**src/rtl/gsfp_pkg.sv**
```systemverilog
// ----------------------------------------------------------------------------
// gsfp_pkg
// Types and constants shared by the gas sensor frame parser.
// ----------------------------------------------------------------------------
package gsfp_pkg;

    localparam int BYTE_W  = 8;
    localparam int WORD_W  = 16;
    localparam int POS_W   = 4;

    // frame byte constants
    localparam logic [BYTE_W-1:0] START_BYTE    = 8'hFF;
    localparam logic [BYTE_W-1:0] GAS_CODE      = 8'h17;
    localparam logic [BYTE_W-1:0] UNIT_CODE     = 8'h04;
    localparam logic [BYTE_W-1:0] DECIMALS_CODE = 8'h00;

    // frame position codes, next expected byte
    localparam logic [POS_W-1:0] POS_HUNT     = 4'd0;
    localparam logic [POS_W-1:0] POS_GAS      = 4'd1;
    localparam logic [POS_W-1:0] POS_UNIT     = 4'd2;
    localparam logic [POS_W-1:0] POS_DEC      = 4'd3;
    localparam logic [POS_W-1:0] POS_CONC_HI  = 4'd4;
    localparam logic [POS_W-1:0] POS_CONC_LO  = 4'd5;
    localparam logic [POS_W-1:0] POS_RANGE_HI = 4'd6;
    localparam logic [POS_W-1:0] POS_RANGE_LO = 4'd7;
    localparam logic [POS_W-1:0] POS_CHECK    = 4'd8;

    // result status codes
    localparam logic STATUS_READING  = 1'b0;
    localparam logic STATUS_CHECKSUM = 1'b1;

    typedef struct packed {
        logic              vld;
        logic [BYTE_W-1:0] rx_byte;
    } t_step;

    typedef struct packed {
        logic              vld;
        logic              status;
        logic [WORD_W-1:0] concentration;
        logic [WORD_W-1:0] full_range;
    } t_result;

endpackage

```
**src/rtl/gsfp_if.sv**
```systemverilog
// ----------------------------------------------------------------------------
// gsfp stream interfaces
// Valid/ready channels for received bytes and for parser results.
// ----------------------------------------------------------------------------
interface gsfp_byte_if;
    import gsfp_pkg::*;

    logic              valid;
    logic              ready;
    logic [BYTE_W-1:0] rx_byte;

    modport source (output valid, output rx_byte, input ready);
    modport sink (input valid, input rx_byte, output ready);
endinterface

interface gsfp_result_if;
    import gsfp_pkg::*;

    logic              valid;
    logic              ready;
    logic              status;
    logic [WORD_W-1:0] concentration;
    logic [WORD_W-1:0] full_range;

    modport source (output valid, output status, output concentration,
                    output full_range, input ready);
    modport sink (input valid, input status, input concentration,
                  input full_range, output ready);
endinterface

```
**src/rtl/gsfp_frame_fsm.sv**
```systemverilog
// ----------------------------------------------------------------------------
// gsfp_frame_fsm
// Frame position tracking, field assembly, checksum test and change filter.
// One byte is consumed per step; the result is produced in the same cycle.
// ----------------------------------------------------------------------------
module gsfp_frame_fsm (
    input  logic             i_clk,
    input  logic             i_rst_n,
    input  gsfp_pkg::t_step   i_step,
    output gsfp_pkg::t_result o_res
);
    import gsfp_pkg::*;

    logic [POS_W-1:0]  r_pos,  n_pos;
    logic [BYTE_W-1:0] r_sum,  n_sum;
    logic [WORD_W-1:0] r_val,  n_val;
    logic [WORD_W-1:0] r_rng,  n_rng;
    logic [WORD_W-1:0] r_last, n_last;

    logic [BYTE_W-1:0] b;
    logic [BYTE_W-1:0] want;
    logic              hdr_ok;

    assign b    = i_step.rx_byte;
    assign want = BYTE_W'(8'd0 - r_sum);

    always_comb begin
        unique case (r_pos)
            POS_GAS:  hdr_ok = (b == GAS_CODE);
            POS_UNIT: hdr_ok = (b == UNIT_CODE);
            POS_DEC:  hdr_ok = (b == DECIMALS_CODE);
            default:  hdr_ok = 1'b1;
        endcase
    end

    always_comb begin
        n_pos  = r_pos;
        n_sum  = r_sum;
        n_val  = r_val;
        n_rng  = r_rng;
        n_last = r_last;
        o_res  = '0;
        o_res.concentration = r_val;
        o_res.full_range    = r_rng;
        if (i_step.vld) begin
            unique case (r_pos)
                POS_GAS, POS_UNIT, POS_DEC: begin
                    if (hdr_ok) begin
                        n_sum = r_sum + b;
                        n_pos = r_pos + 4'd1;
                    end else begin
                        n_pos = POS_HUNT;
                    end
                end
                POS_CONC_HI, POS_CONC_LO, POS_RANGE_HI, POS_RANGE_LO: begin
                    unique case (r_pos)
                        POS_CONC_HI:  n_val = {b, 8'h00};
                        POS_CONC_LO:  n_val = {r_val[WORD_W-1:BYTE_W], b};
                        POS_RANGE_HI: n_rng = {b, 8'h00};
                        default:      n_rng = {r_rng[WORD_W-1:BYTE_W], b};
                    endcase
                    n_sum = r_sum + b;
                    n_pos = r_pos + 4'd1;
                end
                POS_CHECK: begin
                    n_pos = POS_HUNT;
                    if (want == b) begin
                        if (r_val != r_last) begin
                            o_res.vld    = 1'b1;
                            o_res.status = STATUS_READING;
                            n_last       = r_val;
                        end
                    end else begin
                        o_res.vld    = 1'b1;
                        o_res.status = STATUS_CHECKSUM;
                    end
                end
                default: begin
                    // hunting, also unused position codes
                    if (b == START_BYTE) begin
                        n_sum = '0;
                        n_pos = POS_GAS;
                    end else begin
                        n_pos = POS_HUNT;
                    end
                end
            endcase
        end
    end

    always_ff @(posedge i_clk) begin
        if (!i_rst_n) begin
            r_pos  <= POS_HUNT;
            r_sum  <= '0;
            r_val  <= '0;
            r_rng  <= '0;
            r_last <= '0;
        end else begin
            r_pos  <= n_pos;
            r_sum  <= n_sum;
            r_val  <= n_val;
            r_rng  <= n_rng;
            r_last <= n_last;
        end
    end

endmodule

```
**src/rtl/gas_sensor_frame_parser_top.sv**
```systemverilog
// ----------------------------------------------------------------------------
// gas_sensor_frame_parser_top
// Parses 9-byte gas sensor frames from a received UART byte stream.
// ----------------------------------------------------------------------------
// Bytes enter an input register and are parsed from it when the output
// register can advance; a result, when the frame produces one, then lands
// in the output register. One byte is taken every cycle; the only limit is
// the output register: while it holds an untaken result and the sink
// stalls, a byte waits in the input register and input ready drops.
// A result is given for a completed frame whose checksum fails (status 1)
// or whose good concentration differs from the last reported one (status 0,
// initially compared with zero).
module gas_sensor_frame_parser_top (
    input  logic          i_clk,
    input  logic          i_rst_n,
    gsfp_byte_if.sink     i_rx,
    gsfp_result_if.source o_res
);
    import gsfp_pkg::*;

    logic              r_in_vld;
    logic [BYTE_W-1:0] r_in_byte;
    logic              r_out_vld;
    logic              r_out_status;
    logic [WORD_W-1:0] r_out_conc;
    logic [WORD_W-1:0] r_out_rng;

    logic    adv;
    t_step   step;
    t_result res;

    assign adv        = !r_out_vld || o_res.ready;
    assign i_rx.ready = !r_in_vld || adv;

    assign step.vld     = r_in_vld && adv;
    assign step.rx_byte = r_in_byte;

    gsfp_frame_fsm u_fsm (
        .i_clk   (i_clk),
        .i_rst_n (i_rst_n),
        .i_step  (step),
        .o_res   (res)
    );

    always_ff @(posedge i_clk) begin
        if (!i_rst_n) begin
            r_in_vld  <= 1'b0;
            r_out_vld <= 1'b0;
        end else begin
            if (i_rx.ready) begin
                r_in_vld <= i_rx.valid;
            end
            if (adv) begin
                r_out_vld <= res.vld;
            end
        end
    end

    always_ff @(posedge i_clk) begin
        if (i_rx.valid && i_rx.ready) begin
            r_in_byte <= i_rx.rx_byte;
        end
        if (adv && res.vld) begin
            r_out_status <= res.status;
            r_out_conc   <= res.concentration;
            r_out_rng    <= res.full_range;
        end
    end

    assign o_res.valid         = r_out_vld;
    assign o_res.status        = r_out_status;
    assign o_res.concentration = r_out_conc;
    assign o_res.full_range    = r_out_rng;

endmodule

```
**src/flat_wrapper.sv**
```systemverilog
// flat-port wrapper written by rule: the top's interface ports become plain ports
module gas_sensor_frame_parser_top_flat import gsfp_pkg::*;
  (i_clk, i_rst_n, i_rx_valid, i_rx_rx_byte, i_rx_ready, o_res_valid, o_res_status, o_res_concentration, o_res_full_range, o_res_ready);
  gsfp_byte_if i_rx_i ();
  gsfp_result_if o_res_i ();
  input  logic i_clk;
  input  logic i_rst_n;
  input wire logic [$bits(i_rx_i.valid)-1:0] i_rx_valid;
  input wire logic [$bits(i_rx_i.rx_byte)-1:0] i_rx_rx_byte;
  output wire logic [$bits(i_rx_i.ready)-1:0] i_rx_ready;
  output wire logic [$bits(o_res_i.valid)-1:0] o_res_valid;
  output wire logic [$bits(o_res_i.status)-1:0] o_res_status;
  output wire logic [$bits(o_res_i.concentration)-1:0] o_res_concentration;
  output wire logic [$bits(o_res_i.full_range)-1:0] o_res_full_range;
  input wire logic [$bits(o_res_i.ready)-1:0] o_res_ready;
  assign i_rx_i.valid = i_rx_valid;
  assign i_rx_i.rx_byte = i_rx_rx_byte;
  assign i_rx_ready = i_rx_i.ready;
  assign o_res_valid = o_res_i.valid;
  assign o_res_status = o_res_i.status;
  assign o_res_concentration = o_res_i.concentration;
  assign o_res_full_range = o_res_i.full_range;
  assign o_res_i.ready = o_res_ready;
  gas_sensor_frame_parser_top u_core (.i_clk(i_clk), .i_rst_n(i_rst_n), .i_rx(i_rx_i), .o_res(o_res_i));
endmodule
```
**config.mk**
```make
export PLATFORM = sky130hd
export DESIGN_NAME = gas_sensor_frame_parser_top_flat
export DESIGN_NICKNAME = d
export VERILOG_FILES = /design/src/rtl/gsfp_pkg.sv /design/src/rtl/gsfp_if.sv /design/src/rtl/gsfp_frame_fsm.sv /design/src/rtl/gas_sensor_frame_parser_top.sv /design/src/flat_wrapper.sv
export SDC_FILE = /design/constraint.sdc
export NUM_CORES = 1
export LEC_CHECK = 0
export BUFFER_PORTS_ARGS = -buffer_cell sky130_fd_sc_hd__buf_2
export CAP_MARGIN = 20
export CELL_PAD_IN_SITES_DETAIL_PLACEMENT = 1
export CELL_PAD_IN_SITES_GLOBAL_PLACEMENT = 1
export CORE_MARGIN = 3
export CORE_UTILIZATION = 50
export DETAILED_ROUTE_END_ITERATION = 6
export PLACE_DENSITY = 0.83
export SETUP_SLACK_MARGIN = 0.2
export SLEW_MARGIN = 10
export SYNTH_ARGS = -nofsm -noshare
export SYNTH_HDL_FRONTEND = slang
export SYNTH_SLANG_ARGS = --single-unit
```
**constraint.sdc**
```tcl
create_clock -name i_clk -period 7.88 [get_ports i_clk]
set_clock_uncertainty 0.2 [all_clocks]
set_input_delay 1.576 -clock i_clk [delete_from_list [all_inputs] [get_ports i_clk]]
set_output_delay 1.576 -clock i_clk [all_outputs]
set_load 0.005 [all_outputs]
```
==> impl_metrics.json, run 1 <==
{
  "status": "finished clean",
  "place_inst": 568,
  "post_cts_buffers": 0,
  "ios": 47,
  "fin_cells": 585,
  "final-setup-viol-count": 0,
  "crit_type": "in2out",
  "io_buffers": 46,
  "clkPwrFrac_pct": 33.7,
  "syn_area_sq_um": 4660,
  "drive_gt1_share_pct": 15.3,
  "netlist_instances": 430,
  "row_count": 34,
  "grtUsageMet1_pct": 27.9,
  "clock.fmax_ghz": 0.261,
  "dr.pass1.iters": 4,
  "synth-async-reset-ratio_pct": 0,
  "syn_nets": 455,
  "fp.dieH_um": 103,
  "p_int_uw": 695,
  "cts_max_level": 3,
  "grt_pass1_wl_mm": 17.7,
  "min_period_ns": 3.83,
  "netlist_top_cells_area": "dfxtp_1 (27%), edfxtp_1 (26%), mux2i_1 (6.7%)",
  "routed_via_density": 5.78,
  "peakVddDrop_v": 0.000106,
  "hold_start": "u_core.u_fsm.r_rng[7]$_SDFFE_PN0P_",
  "worst_slack_ns": 4.05,
  "met2_usage_pct": 38.7,
  "post_cts_resized": 0,
  "postSynthAreaPerCell_sq_um": 10.8,
  "drv_cap": 0,
  "cp-start-kind": "input port",
  "die_w_um": 103,
  "fin_crit_sh_pct": 48.6,
  "hold_buffers": 0,
  "final_common_cell": "dfxtp_1",
  "dieArea_sq_um": 10500,
  "p_switching_uw": 234,
  "grt_overflow": 0,
  "grt_max_degree": 83,
  "hp-class": "reg2reg",
  "p_seq_share_pct": 61.4,
  "cp-end-kind": "output port",
  "layout_common_cells": "dfxtp_1 (62), nand2_1 (52), buf_2 (46)",
  "start_util_pct": 52.4,
  "drt-initial-drc-count": 155,
  "relSlewSlack_pct": 30.6,
  "yosysSeqAreaShare_pct": 53.1,
  "core_sq_um": 8890,
  "reg2regPathDepth": 7,
  "ys_types": 55,
  "grt_antenna_before_repair": 0,
  "routedWlPerCell_um": 19.0,
  "critPathRequiredTime_ns": 6.10,
  "power.total_uw": 929,
  "area_growth_pct": 10.9,
  "critPathArrivalTime_ns": 2.05,
  "r2r-start": "u_core.u_fsm.r_sum[2]$_SDFFE_PN0P_",
  "synthFlopType": "dfxtp_1",
  "yosys_warnings": 0,
  "clockRootBuffer": "clkbuf_8",
  "busiest_layer": "met2",
  "met3_usage_pct": 2.71,
  "tightest_slew_ns": 1.03,
  "rsz0062_at_grt": "false",
  "fin_setup_tns_ns": 0,
  "finalHoldViolations": 0,
  "slew_violations": 0,
  "synth_edf_count": 41,
  "synth_top_area_share_pct": 26.6,
  "switching_share_pct": 25.2,
  "cts_max_path_buffers": 2,
  "place_ws_ns": 4.05,
  "clock-sinks": 103,
  "grt_pass1_vias": 3473,
  "min_path_cells": 0,
  "routed_wl_mm": 11.1,
  "power_density_nw_per_um2": 180,
  "finalWeightedCongestion": 0.838,
  "ys_seq_elements": 103,
  "gr-usage-all-layers_pct": 22.0,
  "leakage_nw": 1.78,
  "dp_hpwl_mm": 7.63,
  "path_max_fanout": 2,
  "drc": 0,
  "cts_buffers": 9,
  "clkTransAtPathRegs_ns": 0.11,
  "nets": 497,
  "diodes": 0,
  "vias": 3379,
  "clk_latency_ns": 0.36,
  "combPwrFrac_pct": 4.9,
  "antenna_left": 0,
  "critical_path.startpoint": "o_res_ready",
  "yosysTopAreaCell": "dfxtp_1",
  "cts_tree": "yes"
}
synth_stat cells, drive strengths merged (2+ instances only):
cell	n
a211o	4
a21boi	12
a21o	2
a21oi	12
a22oi	10
a31oi	2
and2	3
and3	2
and4b	2
buf	4
clkbuf	14
dfxtp	62
edfxtp	41
ha	12
inv	11
mux2i	31
nand2	52
nand2b	3
nand3	13
nand3b	6
nand4	7
nand4b	2
nor2	12
nor2b	36
nor3	10
nor4	8
nor4b	2
o21a	3
o21ai	8
or3	2
xnor2	20
xor2	8
path summary, 6_finish.rpt:
kind                                                         endpoint  slack (ns)
worst min register to register   u_core.o_res.full_range[7]$_DFFE_PP_        0.23
worst min-delay path             u_core.o_res.full_range[7]$_DFFE_PP_        0.23
worst max-delay path                                       i_rx_ready        4.05
worst max register to register  u_core.o_res.full_range[13]$_DFFE_PP_        4.92
critical path: stages:
cell and delay (ns):
buf_2 0.10, nor2b_1 0.15, nand2_1 0.09, buf_2 0.14
power groups by stage:
stage	clock network [mW]	logic [mW]	registers, mW
finish	0.313	0.0454	0.570
global route	0.337	0.0507	0.571
CTS	0.318	0.0456	0.570
detailed placement	0	0.0454	0.582
global placement	0	0.0429	0.582
floorplan	0	0.0363	0.572
metal layers:
metal,wire length [um],vias up
met5,0,-
li1,-,1619
met4,214,0
met3,378,13
met1,4950,1685
met2,5570,62
layout make-up:
class                           instances  area, sq um
Inverter                               11         41.3
Timing Repair Buffer                   49          265
Tap cell                              108          135
Clock buffer                           10          128
Multi-Input combinational cell        298         2080
Sequential cell                       103         2470
Clock inverter                          6         47.5
Fill cell                             979         3720
kinds of logic after synthesis:
kind of cell / count (synthesis) / share of synthesized area [%]
AO/OA/AOI/OAI: 62 / 9.24
XOR/XNOR: 28 / 5.26
adder cells (fa/ha/maj): 13 / 3.65
buffers and inverters: 29 / 2.58
flip-flops: 103 / 53.1
multiplexers: 32 / 6.90
AND/OR/NAND/NOR: 163 / 19.3
through the flow:
step	cell area [sq um]	utilization (%)	hold slack (ns)
2_1_floorplan	4660	-	0.208
3_3_place_gp	4970	55.9	0.216
3_5_place_dp	4970	55.9	0.219
4_1_cts	5150	57.9	0.229
5_1_grt	5170	58.1	0.254
6_report	5170	58.1	0.230
sequential cells by signal, indices dropped and copies added (netlist names):
register	flops
u_core.o_res.concentration	16
u_core.o_res.full_range	16
u_core.u_fsm.r_last	16
u_core.u_fsm.r_rng	16
u_core.u_fsm.r_val	16
u_core.r_in_byte	8
u_core.u_fsm.r_sum	8
u_core.u_fsm.r_pos	4
u_core.o_res.status	1
u_core.o_res.valid	1
u_core.r_in_vld	1
(Power assumes the default switching activity.)
==> run 2, diff against run 1 <==
Settings changed: ABC_AREA set to 1, CORE_UTILIZATION 50 to 40, PLACE_DENSITY 0.83 to 0.74.
Clock period 7.88 ns to 3.2 ns, I/O delays scaled along.
==> run 2 against run 1 <==
Effect of this change: synthesized cell count grew 30%; wire length grew 11%; global-route usage shrank 1.7 points; non-clock buffer count grew 6; worst hold slack gained 0.0089 ns; utilization shrank 11 points; critical endpoint is now u_core.o_res.concentration[11]$_DFFE_PP_; clock power grew to 3.5 times the previous value; critical path type is now reg2reg; sequential cell count is the same.
==> impl_metrics.json, run 2 <==
{
  "drive_gt1_share_pct": 14.8,
  "synth-async-reset-ratio_pct": 0,
  "area_growth_pct": 14.8,
  "cts_max_path_buffers": 2,
  "final_common_cell": "nand2_1",
  "yosysSeqAreaShare_pct": 52.3,
  "p_int_mw": 2.00,
  "post_cts_resized": 0,
  "grt_antenna_before_repair": 0,
  "fin_crit_sh_pct": 84.2,
  "clock-sinks": 103,
  "yosysTopAreaCell": "dfxtp_1",
  "vias": 3879,
  "drt-initial-drc-count": 166,
  "place_ws_ns": 0.506,
  "power_density_nw_per_um2": 476,
  "dieArea_sq_um": 13200,
  "dp_hpwl_mm": 9.12,
  "cts_tree": "yes",
  "routed_via_density": 5.13,
  "path_cells": "inv_1 -> ha_1 -> inv_1 -> nand2_1 -> nand3_1 -> nand2_1 -> inv_1 -> nand3_1 -> nor2_2 -> nand3_2 -> nand2_1 -> nand2_1 -> buf_12",
  "drc": 0,
  "finalWeightedCongestion": 0.906,
  "ios": 47,
  "dr.pass1.iters": 4,
  "peakVddDrop_v": 0.000350,
  "row_count": 39,
  "clock.fmax_ghz": 0.371,
  "hp-class": "reg2reg",
  "relSlewSlack_pct": 64.4,
  "io_buffers": 46,
  "grt_overflow": 0,
  "post_cts_buffers": 0,
  "drv_cap": 0,
  "core_sq_um": 11500,
  "slowest_stage": "dfxtp_1",
  "p_seq_share_pct": 53.6,
  "worst_slack_ns": 0.505,
  "ys_types": 39,
  "p_switching_uw": 584,
  "grt_pass1_wl_mm": 20.8,
  "postSynthAreaPerCell_sq_um": 8.47,
  "leakage_nw": 2.06,
  "synth_top_area_share_pct": 26.3,
  "grt_max_degree": 28,
  "crit_top_cell": "nand2_1",
  "cp_slowest_stage_delay_ns": 0.40,
  "synthFlopType": "dfxtp_1",
  "routedWlPerCell_um": 16.4,
  "antenna_left": 0,
  "die_w_um": 115,
  "clockRootBuffer": "clkbuf_16",
  "hold_buffers": 0,
  "syn_nets": 583,
  "cp-end-kind": "register",
  "syn_area_sq_um": 4720,
  "nets": 633,
  "combPwrFrac_pct": 4.4,
  "critPathArrivalTime_ns": 2.60,
  "fin_cells": 756,
  "status": "finished clean",
  "yosys_warnings": 0,
  "ys_seq_elements": 103,
  "switching_share_pct": 22.6,
  "multi_input_area_sq_um": 1930,
  "fp.dieH_um": 115,
  "fill_cells": 1371,
  "clkPwrFrac_pct": 42.0,
  "place_inst": 740,
  "final-setup-viol-count": 0,
  "rsz0062_at_grt": "false",
  "clk_latency_ns": 0.35,
  "layout_common_cells": "nand2_1 (124), dfxtp_1 (62), nand3_1 (61)",
  "gr-usage-all-layers_pct": 20.3,
  "clkTransAtPathRegs_ns": 0.07,
  "path_max_fanout": 23,
  "regArea_sq_um": 2470,
  "fin_area_sq_um": 5430,
  "synth_edf_count": 41,
  "routed_wl_mm": 12.4,
  "diodes": 0,
  "slew_violations": 0,
  "postPlaceCellArea_sq_um": 5130,
  "ys_top_cells_by_count": "nand2_1 (124), dfxtp_1 (62), nand3_1 (61)",
  "crit_type": "reg2reg",
  "tightest_slew_ns": 0.534,
  "min_period_ns": 2.69,
  "critPathRequiredTime_ns": 3.10,
  "cts_buffers": 9,
  "cts_max_level": 3,
  "start_util_pct": 41.2,
  "holdWs_ns": 0.239,
  "fin_setup_tns_ns": 0,
  "finalHoldViolations": 0,
  "synth_most_common_cell": "nand2_1",
  "grt_pass1_vias": 4175,
  "netlist_instances": 558,
  "netlist_top_cells_area": "dfxtp_1 (26%), edfxtp_1 (26%), nand2_1 (9.9%)",
  "cp-start-kind": "register"
}
==> run 2: cell types whose count changed after synthesis, moves of 5 or more <==
| cell | before | now |
|---|---|---|
| mux2i_1 | 31 | 0 |
| nor2b_1 | 36 | 0 |
| clkbuf_1 | 14 | 6 |
| inv_1 | 11 | 57 |
| a22oi_1 | 10 | 0 |
| o21ai_0 | 5 | 10 |
| a21boi_0 | 11 | 0 |
| xnor2_1 | 20 | 13 |
| nand2_1 | 52 | 124 |
| a21oi_1 | 12 | 48 |
| nand3_1 | 12 | 61 |
| nor4_1 | 6 | 1 |
| nor3_1 | 9 | 3 |
| nor2_1 | 11 | 60 |
==> run 2: layer usage <==
| layer | global-route usage [%] | up-vias | wire length, um |
|---|---|---|---|
| li1 | - | 1923 | - |
| met1 | 25.3 | 1879 | 5580 |
| met2 | 35.5 | 61 | 6110 |
| met3 | 3.44 | 16 | 449 |
| met4 | 7.05 | 0 | 231 |
| met5 | 0 | - | 0 |
==> run 2: kinds of logic after synthesis <==
kind of cell	Yosys count	synth area share (%)
AND/OR/NAND/NOR	278	26.4
AO/OA/AOI/OAI	68	7.76
adder cells (fa/ha/maj)	13	3.60
flip-flops	103	52.3
buffers and inverters	79	6.78
XOR/XNOR	17	3.15
==> run 2: worst paths after layout <==
path	from	end	slack [ns]	cells past startpoint
setup / recovery	u_core.u_fsm.r_sum[1]$_SDFFE_PN0P_	u_core.o_res.concentration[11]$_DFFE_PP_	0.51	13
hold / removal	u_core.u_fsm.r_rng[7]$_SDFFE_PN0P_	u_core.o_res.full_range[7]$_DFFE_PP_	0.24	0
setup reg to reg	u_core.u_fsm.r_sum[1]$_SDFFE_PN0P_	u_core.o_res.concentration[11]$_DFFE_PP_	0.51	13
hold reg to reg	u_core.u_fsm.r_rng[7]$_SDFFE_PN0P_	u_core.o_res.full_range[7]$_DFFE_PP_	0.24	0
==> run 2: critical path: cells and delay by family, from the launching register on <==
family / cells / cell delay (ns)
adder cells (fa/ha/maj): 1 / 0.24
buffers and inverters: 4 / 0.53
flip-flops: 1 / 0.40
AND/OR/NAND/NOR: 8 / 1.06
==> run 2: stage by stage <==
| stage | utilization, % | total power, mW |
|---|---|---|
| global placement | 44.7 | 1.52 |
| finish | 47.3 | 2.58 |
| CTS | 47.3 | 2.60 |
| global route | 47.3 | 2.68 |
| detailed placement | 44.7 | 1.53 |
| floorplan | - | 1.48 |
==> run 2: cell type report <==
class / instances / area share, %
clock buffer: 12 / 4.94
sequential: 103 / 45.6
timing repair buffer: 55 / 5.72
clock inverter: 4 / 0.507
tap: 143 / 3.30
inverter: 63 / 4.36
multi-input combinational: 376 / 35.6
==> run 2: power by group through the flow <==
stage               Clock [mW]  Combinational, mW  Sequential [mW]
floorplan                    0             0.0751             1.40
global placement             0              0.109             1.41
detailed placement           0              0.113             1.41
CTS                       1.11              0.114             1.38
global route              1.17              0.128             1.39
finish                    1.08              0.113             1.38
